**config.mk**
```make
export PLATFORM = sky130hd
export DESIGN_NAME = usb_ep0_control_handler_flat
export DESIGN_NICKNAME = d
export VERILOG_FILES = /design/src/sv/uep0_pkg.sv /design/src/sv/uep0_if.sv /design/src/sv/uep0_core.sv /design/src/sv/usb_ep0_control_handler.sv /design/src/flat_wrapper.sv
export VERILOG_INCLUDE_DIRS = /design/src /design/src/sv
export SDC_FILE = /design/constraint.sdc
export NUM_CORES = 1
export LEC_CHECK = 0
export ABC_CLOCK_PERIOD_IN_PS = 9700
export BUFFER_PORTS_ARGS = -buffer_cell sky130_fd_sc_hd__buf_4
export CAP_MARGIN = 20
export CORE_ASPECT_RATIO = 0.9
export CORE_MARGIN = 3
export CORE_UTILIZATION = 30
export CTS_CLUSTER_DIAMETER = 60
export CTS_CLUSTER_SIZE = 14
export DETAILED_ROUTE_END_ITERATION = 8
export RECOVER_POWER = 100
export SETUP_SLACK_MARGIN = 0.5
export SKIP_CTS_REPAIR_TIMING = 1
export SYNTH_ARGS = -nofsm -noshare
export SYNTH_HDL_FRONTEND = slang
export SYNTH_HIERARCHICAL = 1
export SYNTH_SLANG_ARGS = --single-unit
```
**constraint.sdc**
```tcl
create_clock -name clock -period 9.7 [get_ports clock]
set_clock_uncertainty 0.05 [all_clocks]
set_input_delay 0.485 -clock clock [delete_from_list [all_inputs] [get_ports clock]]
set_output_delay 0.485 -clock clock [all_outputs]
set_load 0.1 [all_outputs]
```
**src/sv/usb_ep0_control_handler_defines.svh**
```systemverilog
// ----------------------------------------------------------------------------
// USB endpoint-zero control handler: assertion macros
// Concurrent checks on clock, disabled in reset; empty when SYNTH is defined.
// ----------------------------------------------------------------------------
`ifndef USB_EP0_CONTROL_HANDLER_DEFINES_SVH
`define USB_EP0_CONTROL_HANDLER_DEFINES_SVH

`ifndef SYNTH
`define UEP0_ASSERT_IMP(label, ante, cons) \
   label: assert property (@(posedge clock) disable iff (reset) (ante) |-> (cons)) \
      else $error("uep0 check failed");
`define UEP0_ASSERT_NXT(label, ante, cons) \
   label: assert property (@(posedge clock) disable iff (reset) (ante) |=> (cons)) \
      else $error("uep0 check failed");
`else
`define UEP0_ASSERT_IMP(label, ante, cons)
`define UEP0_ASSERT_NXT(label, ante, cons)
`endif

`endif

```
**src/sv/uep0_pkg.sv**
```systemverilog
// ----------------------------------------------------------------------------
// uep0_pkg
// Types, codes and constants of the endpoint-zero control handler.
// ----------------------------------------------------------------------------
package uep0_pkg;

   localparam int DEFAULT_MAX_PACKET = 16;

   typedef enum logic [2:0] {
      EVT_SETUP    = 3'd0,
      EVT_OUT_DATA = 3'd1,
      EVT_IN_DONE  = 3'd2,
      EVT_BUS_RST  = 3'd3,
      EVT_OTHER    = 3'd4
   } event_type;

   typedef enum logic [2:0] {
      ACT_NONE      = 3'd0,
      ACT_CHUNK     = 3'd1,
      ACT_ZLP       = 3'd2,
      ACT_CFG_BYTE  = 3'd3,
      ACT_SET_ADDR  = 3'd4,
      ACT_ENABLE_EP = 3'd5,
      ACT_CLASS     = 3'd6
   } action_type;

   typedef enum logic [2:0] {
      ST_NOT_ATTACHED = 3'd0,
      ST_ATTACHED     = 3'd1,
      ST_POWERED      = 3'd2,
      ST_DEFAULT      = 3'd3,
      ST_ADDRESS      = 3'd4,
      ST_CONFIGURED   = 3'd5
   } dev_state_type;

   localparam logic [1:0] RT_STANDARD = 2'd0;
   localparam logic [1:0] RT_CLASS    = 2'd1;

   localparam logic [7:0] RQ_SET_ADDRESS       = 8'd5;
   localparam logic [7:0] RQ_GET_DESCRIPTOR    = 8'd6;
   localparam logic [7:0] RQ_GET_CONFIGURATION = 8'd8;
   localparam logic [7:0] RQ_SET_CONFIGURATION = 8'd9;

   typedef struct packed {
      logic [2:0]  req_type;
      logic [7:0]  setup_request_type;
      logic [7:0]  setup_request;
      logic [15:0] setup_value;
      logic [15:0] setup_length;
      logic [7:0]  descriptor_length;
   } req_item_type;

   typedef struct packed {
      action_type  action;
      logic [7:0]  chunk_offset;
      logic [4:0]  chunk_length;
      logic [7:0]  descriptor_type;
      logic [7:0]  descriptor_number;
      logic [7:0]  device_address;
      logic [7:0]  config_value;
      logic [2:0]  device_state;
   } rsp_item_type;

   typedef struct packed {
      logic [7:0]    bytes_left;
      logic [7:0]    send_offset;
      logic          zlp_pending;
      logic [7:0]    current_config;
      dev_state_type usb_state;
      logic [15:0]   active_descriptor;
   } ep0_state_type;

endpackage

```
**src/sv/uep0_if.sv**
```systemverilog
// ----------------------------------------------------------------------------
// uep0 channel interfaces
// Valid/ready channels for endpoint-zero events and handler responses.
// ----------------------------------------------------------------------------
interface uep0_req_if;
   logic        valid;
   logic        ready;
   logic [2:0]  req_type;
   logic [7:0]  setup_request_type;
   logic [7:0]  setup_request;
   logic [15:0] setup_value;
   logic [15:0] setup_length;
   logic [7:0]  descriptor_length;

   modport source (output valid, req_type, setup_request_type, setup_request,
                   setup_value, setup_length, descriptor_length, input ready);
   modport sink (input valid, req_type, setup_request_type, setup_request,
                 setup_value, setup_length, descriptor_length, output ready);
endinterface

interface uep0_rsp_if;
   logic        valid;
   logic        ready;
   logic [2:0]  action;
   logic [7:0]  chunk_offset;
   logic [4:0]  chunk_length;
   logic [7:0]  descriptor_type;
   logic [7:0]  descriptor_number;
   logic [7:0]  device_address;
   logic [7:0]  config_value;
   logic [2:0]  device_state;

   modport source (output valid, action, chunk_offset, chunk_length, descriptor_type,
                   descriptor_number, device_address, config_value, device_state,
                   input ready);
   modport sink (input valid, action, chunk_offset, chunk_length, descriptor_type,
                 descriptor_number, device_address, config_value, device_state,
                 output ready);
endinterface

```
**src/sv/uep0_core.sv**
```systemverilog
// ----------------------------------------------------------------------------
// uep0_core
// Request decode and transfer bookkeeping for one event: next state and response.
// ----------------------------------------------------------------------------
module uep0_core #(
   parameter int MAX_PACKET = uep0_pkg::DEFAULT_MAX_PACKET
) (
   input  uep0_pkg::req_item_type  item,
   input  uep0_pkg::ep0_state_type state_cur,
   output uep0_pkg::ep0_state_type state_nxt,
   output uep0_pkg::rsp_item_type  rsp
);

   localparam logic [7:0] MaxPkt = 8'(MAX_PACKET);

   logic [1:0]  rtype;
   logic        get_desc;
   logic [7:0]  xfer_len;
   logic [7:0]  src_bytes;
   logic [7:0]  src_offset;
   logic [15:0] src_desc;
   logic [7:0]  chunk_n;

   assign rtype    = item.setup_request_type[6:5];
   assign get_desc = (item.req_type == uep0_pkg::EVT_SETUP) &&
                     (rtype == uep0_pkg::RT_STANDARD) &&
                     (item.setup_request == uep0_pkg::RQ_GET_DESCRIPTOR);
   assign xfer_len = (item.setup_length < {8'd0, item.descriptor_length}) ?
                     item.setup_length[7:0] : item.descriptor_length;

   // new transfer starts from the setup fields, continuation from held state
   assign src_bytes  = get_desc ? xfer_len : state_cur.bytes_left;
   assign src_offset = get_desc ? 8'd0 : state_cur.send_offset;
   assign src_desc   = get_desc ? item.setup_value : state_cur.active_descriptor;
   assign chunk_n    = (src_bytes > MaxPkt) ? MaxPkt : src_bytes;

   always_comb begin
      state_nxt = state_cur;
      rsp       = '0;
      rsp.action = uep0_pkg::ACT_NONE;
      case (item.req_type)
         uep0_pkg::EVT_SETUP: begin
            if (rtype == uep0_pkg::RT_STANDARD) begin
               case (item.setup_request)
                  uep0_pkg::RQ_GET_DESCRIPTOR: begin
                     state_nxt.active_descriptor = src_desc;
                     state_nxt.zlp_pending       = 1'b0;
                  end
                  uep0_pkg::RQ_SET_ADDRESS: begin
                     state_nxt.usb_state = uep0_pkg::ST_ADDRESS;
                     rsp.action          = uep0_pkg::ACT_SET_ADDR;
                     rsp.device_address  = item.setup_value[7:0];
                  end
                  uep0_pkg::RQ_SET_CONFIGURATION: begin
                     state_nxt.usb_state      = uep0_pkg::ST_CONFIGURED;
                     state_nxt.current_config = item.setup_value[7:0];
                     rsp.action               = uep0_pkg::ACT_ENABLE_EP;
                     rsp.config_value         = item.setup_value[7:0];
                  end
                  uep0_pkg::RQ_GET_CONFIGURATION: begin
                     rsp.action       = uep0_pkg::ACT_CFG_BYTE;
                     rsp.config_value = state_cur.current_config;
                  end
                  default: begin
                  end
               endcase
            end else if (rtype == uep0_pkg::RT_CLASS) begin
               rsp.action = uep0_pkg::ACT_CLASS;
            end
         end
         uep0_pkg::EVT_OUT_DATA: begin
            rsp.action = uep0_pkg::ACT_ZLP;
         end
         uep0_pkg::EVT_IN_DONE: begin
            if (state_cur.bytes_left == 8'd0 && state_cur.zlp_pending) begin
               state_nxt.zlp_pending = 1'b0;
               rsp.action            = uep0_pkg::ACT_ZLP;
            end
         end
         uep0_pkg::EVT_BUS_RST: begin
            state_nxt.usb_state = uep0_pkg::ST_DEFAULT;
         end
         default: begin
         end
      endcase

      if (get_desc || (item.req_type == uep0_pkg::EVT_IN_DONE &&
                       state_cur.bytes_left != 8'd0)) begin
         rsp.action            = uep0_pkg::ACT_CHUNK;
         rsp.chunk_offset      = src_offset;
         rsp.chunk_length      = chunk_n[4:0];
         rsp.descriptor_type   = src_desc[15:8];
         rsp.descriptor_number = src_desc[7:0];
         state_nxt.bytes_left  = src_bytes - chunk_n;
         state_nxt.send_offset = src_offset + chunk_n;
         if (src_bytes == chunk_n && chunk_n == MaxPkt) begin
            state_nxt.zlp_pending = 1'b1;
         end
      end

      rsp.device_state = state_nxt.usb_state;
   end

endmodule

```
**src/sv/usb_ep0_control_handler.sv**
```systemverilog
// ----------------------------------------------------------------------------
// usb_ep0_control_handler
// Endpoint-zero control handler: standard request decode, descriptor chunking
// and device state tracking, one response per event.
// ----------------------------------------------------------------------------
//  channel   | port      | dir | carries
//  ----------+-----------+-----+---------------------------------------------
//  request   | req_chan  | in  | ep0 event: type, setup fields, descr length
//  response  | rsp_chan  | out | action, chunk, address, config, device state
//
//  One event per cycle sustained while rsp_chan is not stalled; each event
//  passes the input register, then the response register, before its
//  response handshake.
//  Transfer and device state are updated as an event leaves the input register.
//  A stalled response holds the response register; the input register still
//  takes one more transaction before req_chan.ready drops.
//  Synchronous reset: device not attached, no transfer pending.
// ----------------------------------------------------------------------------
`include "usb_ep0_control_handler_defines.svh"

module usb_ep0_control_handler #(
   parameter int MAX_PACKET = uep0_pkg::DEFAULT_MAX_PACKET
) (
   input logic      clock,
   input logic      reset,
   uep0_req_if.sink   req_chan,
   uep0_rsp_if.source rsp_chan
);

   logic                    s1_valid_ff;
   uep0_pkg::req_item_type  s1_item_ff;
   logic                    rsp_valid_ff;
   uep0_pkg::rsp_item_type  rsp_ff;
   uep0_pkg::ep0_state_type state_ff;

   uep0_pkg::ep0_state_type state_in;
   uep0_pkg::rsp_item_type  rsp_in;
   uep0_pkg::req_item_type  req_item;
   logic                    advance;
   logic                    req_accept;

   assign advance    = s1_valid_ff && (!rsp_valid_ff || rsp_chan.ready);
   assign req_accept = req_chan.valid && req_chan.ready;
   assign req_chan.ready = !s1_valid_ff || advance;

   assign req_item.req_type           = req_chan.req_type;
   assign req_item.setup_request_type = req_chan.setup_request_type;
   assign req_item.setup_request      = req_chan.setup_request;
   assign req_item.setup_value        = req_chan.setup_value;
   assign req_item.setup_length       = req_chan.setup_length;
   assign req_item.descriptor_length  = req_chan.descriptor_length;

   uep0_core #(
      .MAX_PACKET(MAX_PACKET)
   ) u_core (
      .item     (s1_item_ff),
      .state_cur(state_ff),
      .state_nxt(state_in),
      .rsp      (rsp_in)
   );

   always_ff @(posedge clock) begin
      if (reset) begin
         s1_valid_ff  <= 1'b0;
         rsp_valid_ff <= 1'b0;
         state_ff     <= '{bytes_left: 8'd0, send_offset: 8'd0, zlp_pending: 1'b0,
                           current_config: 8'd0, usb_state: uep0_pkg::ST_NOT_ATTACHED,
                           active_descriptor: 16'd0};
      end else begin
         if (req_chan.ready) begin
            s1_valid_ff <= req_chan.valid;
         end
         if (advance) begin
            rsp_valid_ff <= 1'b1;
            state_ff     <= state_in;
         end else if (rsp_chan.ready) begin
            rsp_valid_ff <= 1'b0;
         end
      end
      if (req_accept) begin
         s1_item_ff <= req_item;
      end
      if (advance) begin
         rsp_ff <= rsp_in;
      end
   end

   assign rsp_chan.valid             = rsp_valid_ff;
   assign rsp_chan.action            = rsp_ff.action;
   assign rsp_chan.chunk_offset      = rsp_ff.chunk_offset;
   assign rsp_chan.chunk_length      = rsp_ff.chunk_length;
   assign rsp_chan.descriptor_type   = rsp_ff.descriptor_type;
   assign rsp_chan.descriptor_number = rsp_ff.descriptor_number;
   assign rsp_chan.device_address    = rsp_ff.device_address;
   assign rsp_chan.config_value      = rsp_ff.config_value;
   assign rsp_chan.device_state      = rsp_ff.device_state;

   // zlp only ever queued once the transfer has drained
   `UEP0_ASSERT_IMP(a_zlp_drained, state_ff.zlp_pending, state_ff.bytes_left == 8'd0)
   `UEP0_ASSERT_NXT(a_accept_loads, req_accept, s1_valid_ff)
   `UEP0_ASSERT_NXT(a_advance_rsp, advance, rsp_valid_ff)
   `UEP0_ASSERT_NXT(a_bus_reset_state, advance && s1_item_ff.req_type == uep0_pkg::EVT_BUS_RST,
                    rsp_ff.device_state == uep0_pkg::ST_DEFAULT)

endmodule

```
**src/flat_wrapper.sv**
```systemverilog
// flat-port wrapper written by rule: the top's interface ports become plain ports
module usb_ep0_control_handler_flat 
#(
   parameter int MAX_PACKET = uep0_pkg::DEFAULT_MAX_PACKET
)
  (clock, reset, req_chan_valid, req_chan_req_type, req_chan_setup_request_type, req_chan_setup_request, req_chan_setup_value, req_chan_setup_length, req_chan_descriptor_length, req_chan_ready, rsp_chan_valid, rsp_chan_action, rsp_chan_chunk_offset, rsp_chan_chunk_length, rsp_chan_descriptor_type, rsp_chan_descriptor_number, rsp_chan_device_address, rsp_chan_config_value, rsp_chan_device_state, rsp_chan_ready);
  uep0_req_if req_chan_i ();
  uep0_rsp_if rsp_chan_i ();
  input logic clock;
  input logic reset;
  input wire logic [$bits(req_chan_i.valid)-1:0] req_chan_valid;
  input wire logic [$bits(req_chan_i.req_type)-1:0] req_chan_req_type;
  input wire logic [$bits(req_chan_i.setup_request_type)-1:0] req_chan_setup_request_type;
  input wire logic [$bits(req_chan_i.setup_request)-1:0] req_chan_setup_request;
  input wire logic [$bits(req_chan_i.setup_value)-1:0] req_chan_setup_value;
  input wire logic [$bits(req_chan_i.setup_length)-1:0] req_chan_setup_length;
  input wire logic [$bits(req_chan_i.descriptor_length)-1:0] req_chan_descriptor_length;
  output wire logic [$bits(req_chan_i.ready)-1:0] req_chan_ready;
  output wire logic [$bits(rsp_chan_i.valid)-1:0] rsp_chan_valid;
  output wire logic [$bits(rsp_chan_i.action)-1:0] rsp_chan_action;
  output wire logic [$bits(rsp_chan_i.chunk_offset)-1:0] rsp_chan_chunk_offset;
  output wire logic [$bits(rsp_chan_i.chunk_length)-1:0] rsp_chan_chunk_length;
  output wire logic [$bits(rsp_chan_i.descriptor_type)-1:0] rsp_chan_descriptor_type;
  output wire logic [$bits(rsp_chan_i.descriptor_number)-1:0] rsp_chan_descriptor_number;
  output wire logic [$bits(rsp_chan_i.device_address)-1:0] rsp_chan_device_address;
  output wire logic [$bits(rsp_chan_i.config_value)-1:0] rsp_chan_config_value;
  output wire logic [$bits(rsp_chan_i.device_state)-1:0] rsp_chan_device_state;
  input wire logic [$bits(rsp_chan_i.ready)-1:0] rsp_chan_ready;
  assign req_chan_i.valid = req_chan_valid;
  assign req_chan_i.req_type = req_chan_req_type;
  assign req_chan_i.setup_request_type = req_chan_setup_request_type;
  assign req_chan_i.setup_request = req_chan_setup_request;
  assign req_chan_i.setup_value = req_chan_setup_value;
  assign req_chan_i.setup_length = req_chan_setup_length;
  assign req_chan_i.descriptor_length = req_chan_descriptor_length;
  assign req_chan_ready = req_chan_i.ready;
  assign rsp_chan_valid = rsp_chan_i.valid;
  assign rsp_chan_action = rsp_chan_i.action;
  assign rsp_chan_chunk_offset = rsp_chan_i.chunk_offset;
  assign rsp_chan_chunk_length = rsp_chan_i.chunk_length;
  assign rsp_chan_descriptor_type = rsp_chan_i.descriptor_type;
  assign rsp_chan_descriptor_number = rsp_chan_i.descriptor_number;
  assign rsp_chan_device_address = rsp_chan_i.device_address;
  assign rsp_chan_config_value = rsp_chan_i.config_value;
  assign rsp_chan_device_state = rsp_chan_i.device_state;
  assign rsp_chan_i.ready = rsp_chan_ready;
  usb_ep0_control_handler #(.MAX_PACKET(MAX_PACKET)) u_core (.clock(clock), .reset(reset), .req_chan(req_chan_i), .rsp_chan(rsp_chan_i));
endmodule
```
==> flow_summary.json <==
{
  "seqCellArea_um2": 4040,
  "slew_headroom_pct": -118,
  "finalWorstSetupSlack_ns": 3.04,
  "finalWirelength_um": 15700,
  "grtUsageTotal_pct": 12.4,
  "worstHoldPathType": "in -> reg",
  "syn_inst": 634,
  "fp-row-count": 53,
  "violations": "max-capacitance violations, max-slew violations",
  "area_growth_syn_to_layout_pct": 17.8,
  "dp_hpwl_um": 10000,
  "utilization_pct": 36.1,
  "rsz0062_at_grt": "no",
  "drt-initial-drc-count": 248,
  "ir_worst_vdd_mv": 0.0694,
  "route.detailed.wl_per_inst_um": 15.0,
  "met3WireLength_um": 809,
  "ant_nets": 0,
  "finalCriticalPeriod_ns": 6.66,
  "die_area_um2": 26000,
  "min_to": "u_core/s1_item_ff[30]",
  "die_h_um": 153,
  "dpl.cell_count": 1018,
  "grt_pass1_wl_um": 25200,
  "grt_pass1_vias": 4699,
  "p_leak_nw": 3.10,
  "r2r_cells": 18,
  "clk_pin_slew_ns": 0.07,
  "crit_path_start_kind": "register",
  "holdCritStartpoint": "req_chan_setup_value[6]",
  "yosysWarningCount": 6,
  "crit_fanout": 30,
  "reg2reg_from": "u_core/s1_item_ff[45]",
  "htreeDepth": 4,
  "io-pin-count": 116,
  "start_util_pct": 30.7,
  "antenna_found_initial": 0,
  "cts_root_buf": "clkbuf_16",
  "port_buffers": 109,
  "cts_tree": "done",
  "status": "complete, but fails checks",
  "fin_crit_sh_pct": 68.7,
  "nets": 814,
  "fillers": 2378,
  "antenna-diode-count": 0,
  "wl_met2_um": 7010,
  "tightest_slew_ns": 3.27,
  "drive_gt1_share_pct": 13.5,
  "powerDensity_nw_per_um2": 173,
  "top_layer": "met4",
  "slew_violations": 277,
  "vias": 4831,
  "cap_violations": 5,
  "cts_buffers": 17,
  "multi_input_comb_area_um2": 2850,
  "grt_max_degree": 91,
  "netlist_area_um2": 7220,
  "drt-met1-wl_um": 7810,
  "vias_per_cell": 4.60,
  "crit_arrival_ns": 6.93,
  "gp_congestion": 0.767,
  "fp.dieW_um": 170,
  "first_pass_iters": 5,
  "min_path_cells": 1,
  "crit_type": "reg -> reg",
  "cp-end-kind": "register",
  "grt-ovfl-total": 0,
  "stdcell_count": 1050,
  "cts.sinks": 150,
  "syn_avg_cell_area_um2": 11.4,
  "finalPower_mw": 1.47,
  "pre_cts_ws_ns": 4.57,
  "finalHoldViolCount": 0,
  "rr_endpoint": "u_core/state_ff[35]",
  "clockBufferDepth": 2,
  "core-area_um2": 23500,
  "drc": 0,
  "tns_ns": 0,
  "cp.required_ns": 9.96,
  "fmax_mhz": 150,
  "finalSetupViolCount": 0,
  "clkLatencyLatePin_ns": 0.42,
  "r2r_slack_ns": 3.04
}
worst max-delay path by stage:
stage / from / endpoint / slack [ns] / cells past startpoint
final: u_core/s1_item_ff[45] / u_core/state_ff[35] / 3.04 / 18
after global routing: u_core/s1_item_ff[45] / u_core/state_ff[35] / 2.03 / 18
after CTS: u_core/s1_item_ff[56] / u_core/state_ff[35] / 4.53 / 18
after detailed placement: u_core/s1_item_ff[56] / u_core/state_ff[35] / 4.57 / 18
after global placement: u_core/s1_item_ff[56] / u_core/state_ff[35] / 4.68 / 17
after floorplan: u_core/rsp_chan.valid / u_core/s1_item_ff[0] / 5.63 / 2
where the power goes:
group | total, mW | internal (mW) | leakage [nW] | switching [mW]
Combinational | 0.130 | 0.0364 | 1.46 | 0.0932
Sequential | 0.720 | 0.709 | 1.38 | 0.0110
Clock | 0.621 | 0.334 | 0.261 | 0.287
area by class of cell:
cell class,count,area share [%]
Clock inverter,14,1.35
Timing Repair Buffer,114,7.41
Multi-Input combinational cell,436,33.5
Clock buffer,18,5.04
Inverter,16,0.706
Tap cell,302,4.44
Sequential cell,150,47.5
critical path: stages (launching register included):
cell and delay (ns):
edfxtp_1 0.35, or4_1 0.55, nor3b_1 0.38, nand3_1 1.10, a211oi_1 0.69, o221ai_1 0.30, nor3_1 1.01, inv_2 0.24
nor2_1 0.18, ha_1 0.22, a21o_1 0.14, a21oi_1 0.09, o21bai_1 0.16, a21oi_1 0.12, o21ai_0 0.41, a21oi_1 0.12
a211oi_1 0.24, nand2b_1 0.08, mux2i_1 0.13
sequential cells by signal, indices dropped and copies added, names as in the netlist:
register,cells
u_core/rsp_chan.device_address,8
u_core/rsp_chan.chunk_offset,8
u_core/rsp_chan.action,3
u_core/s1_item_ff,53
u_core/state_ff,44
u_core/rsp_chan.chunk_length,5
u_core/rsp_chan.descriptor_number,8
u_core/rsp_chan.device_state,3
u_core/rsp_chan.valid,1
u_core/s1_valid_ff,1
u_core/rsp_chan.descriptor_type,8
u_core/rsp_chan.config_value,8
layer usage:
metal / global-route usage [%] / vias to the layer above
met5: 0 / -
met4: 3.15 / 0
li1: - / 2432
met1: 17.6 / 2300
met2: 18.7 / 92
met3: 3.47 / 7
placed cells by master, fill, tap and decap left out, types with 10 or more instances in the layout:
cell type    n
and2_1      13
dfxtp_1     46
o21ai_0     10
clkbuf_16   17
mux2i_1     59
nor2_1      34
nand2b_1    88
nand3_1     10
edfxtp_1   104
clkbuf_4    52
ha_1        15
nand2_1     77
inv_1       15
a21oi_1     33
clkbuf_1    61
through the flow:
step                      instance area (um2)  hold WS [ns]
after detailed placement                 8250         0.417
final                                    8510         0.207
after global placement                   8250         0.410
after global routing                     8510         0.174
after floorplan                          7220         0.395
after CTS                                8790         0.161
No activity file was read; power rests on OpenSTA's default activity.
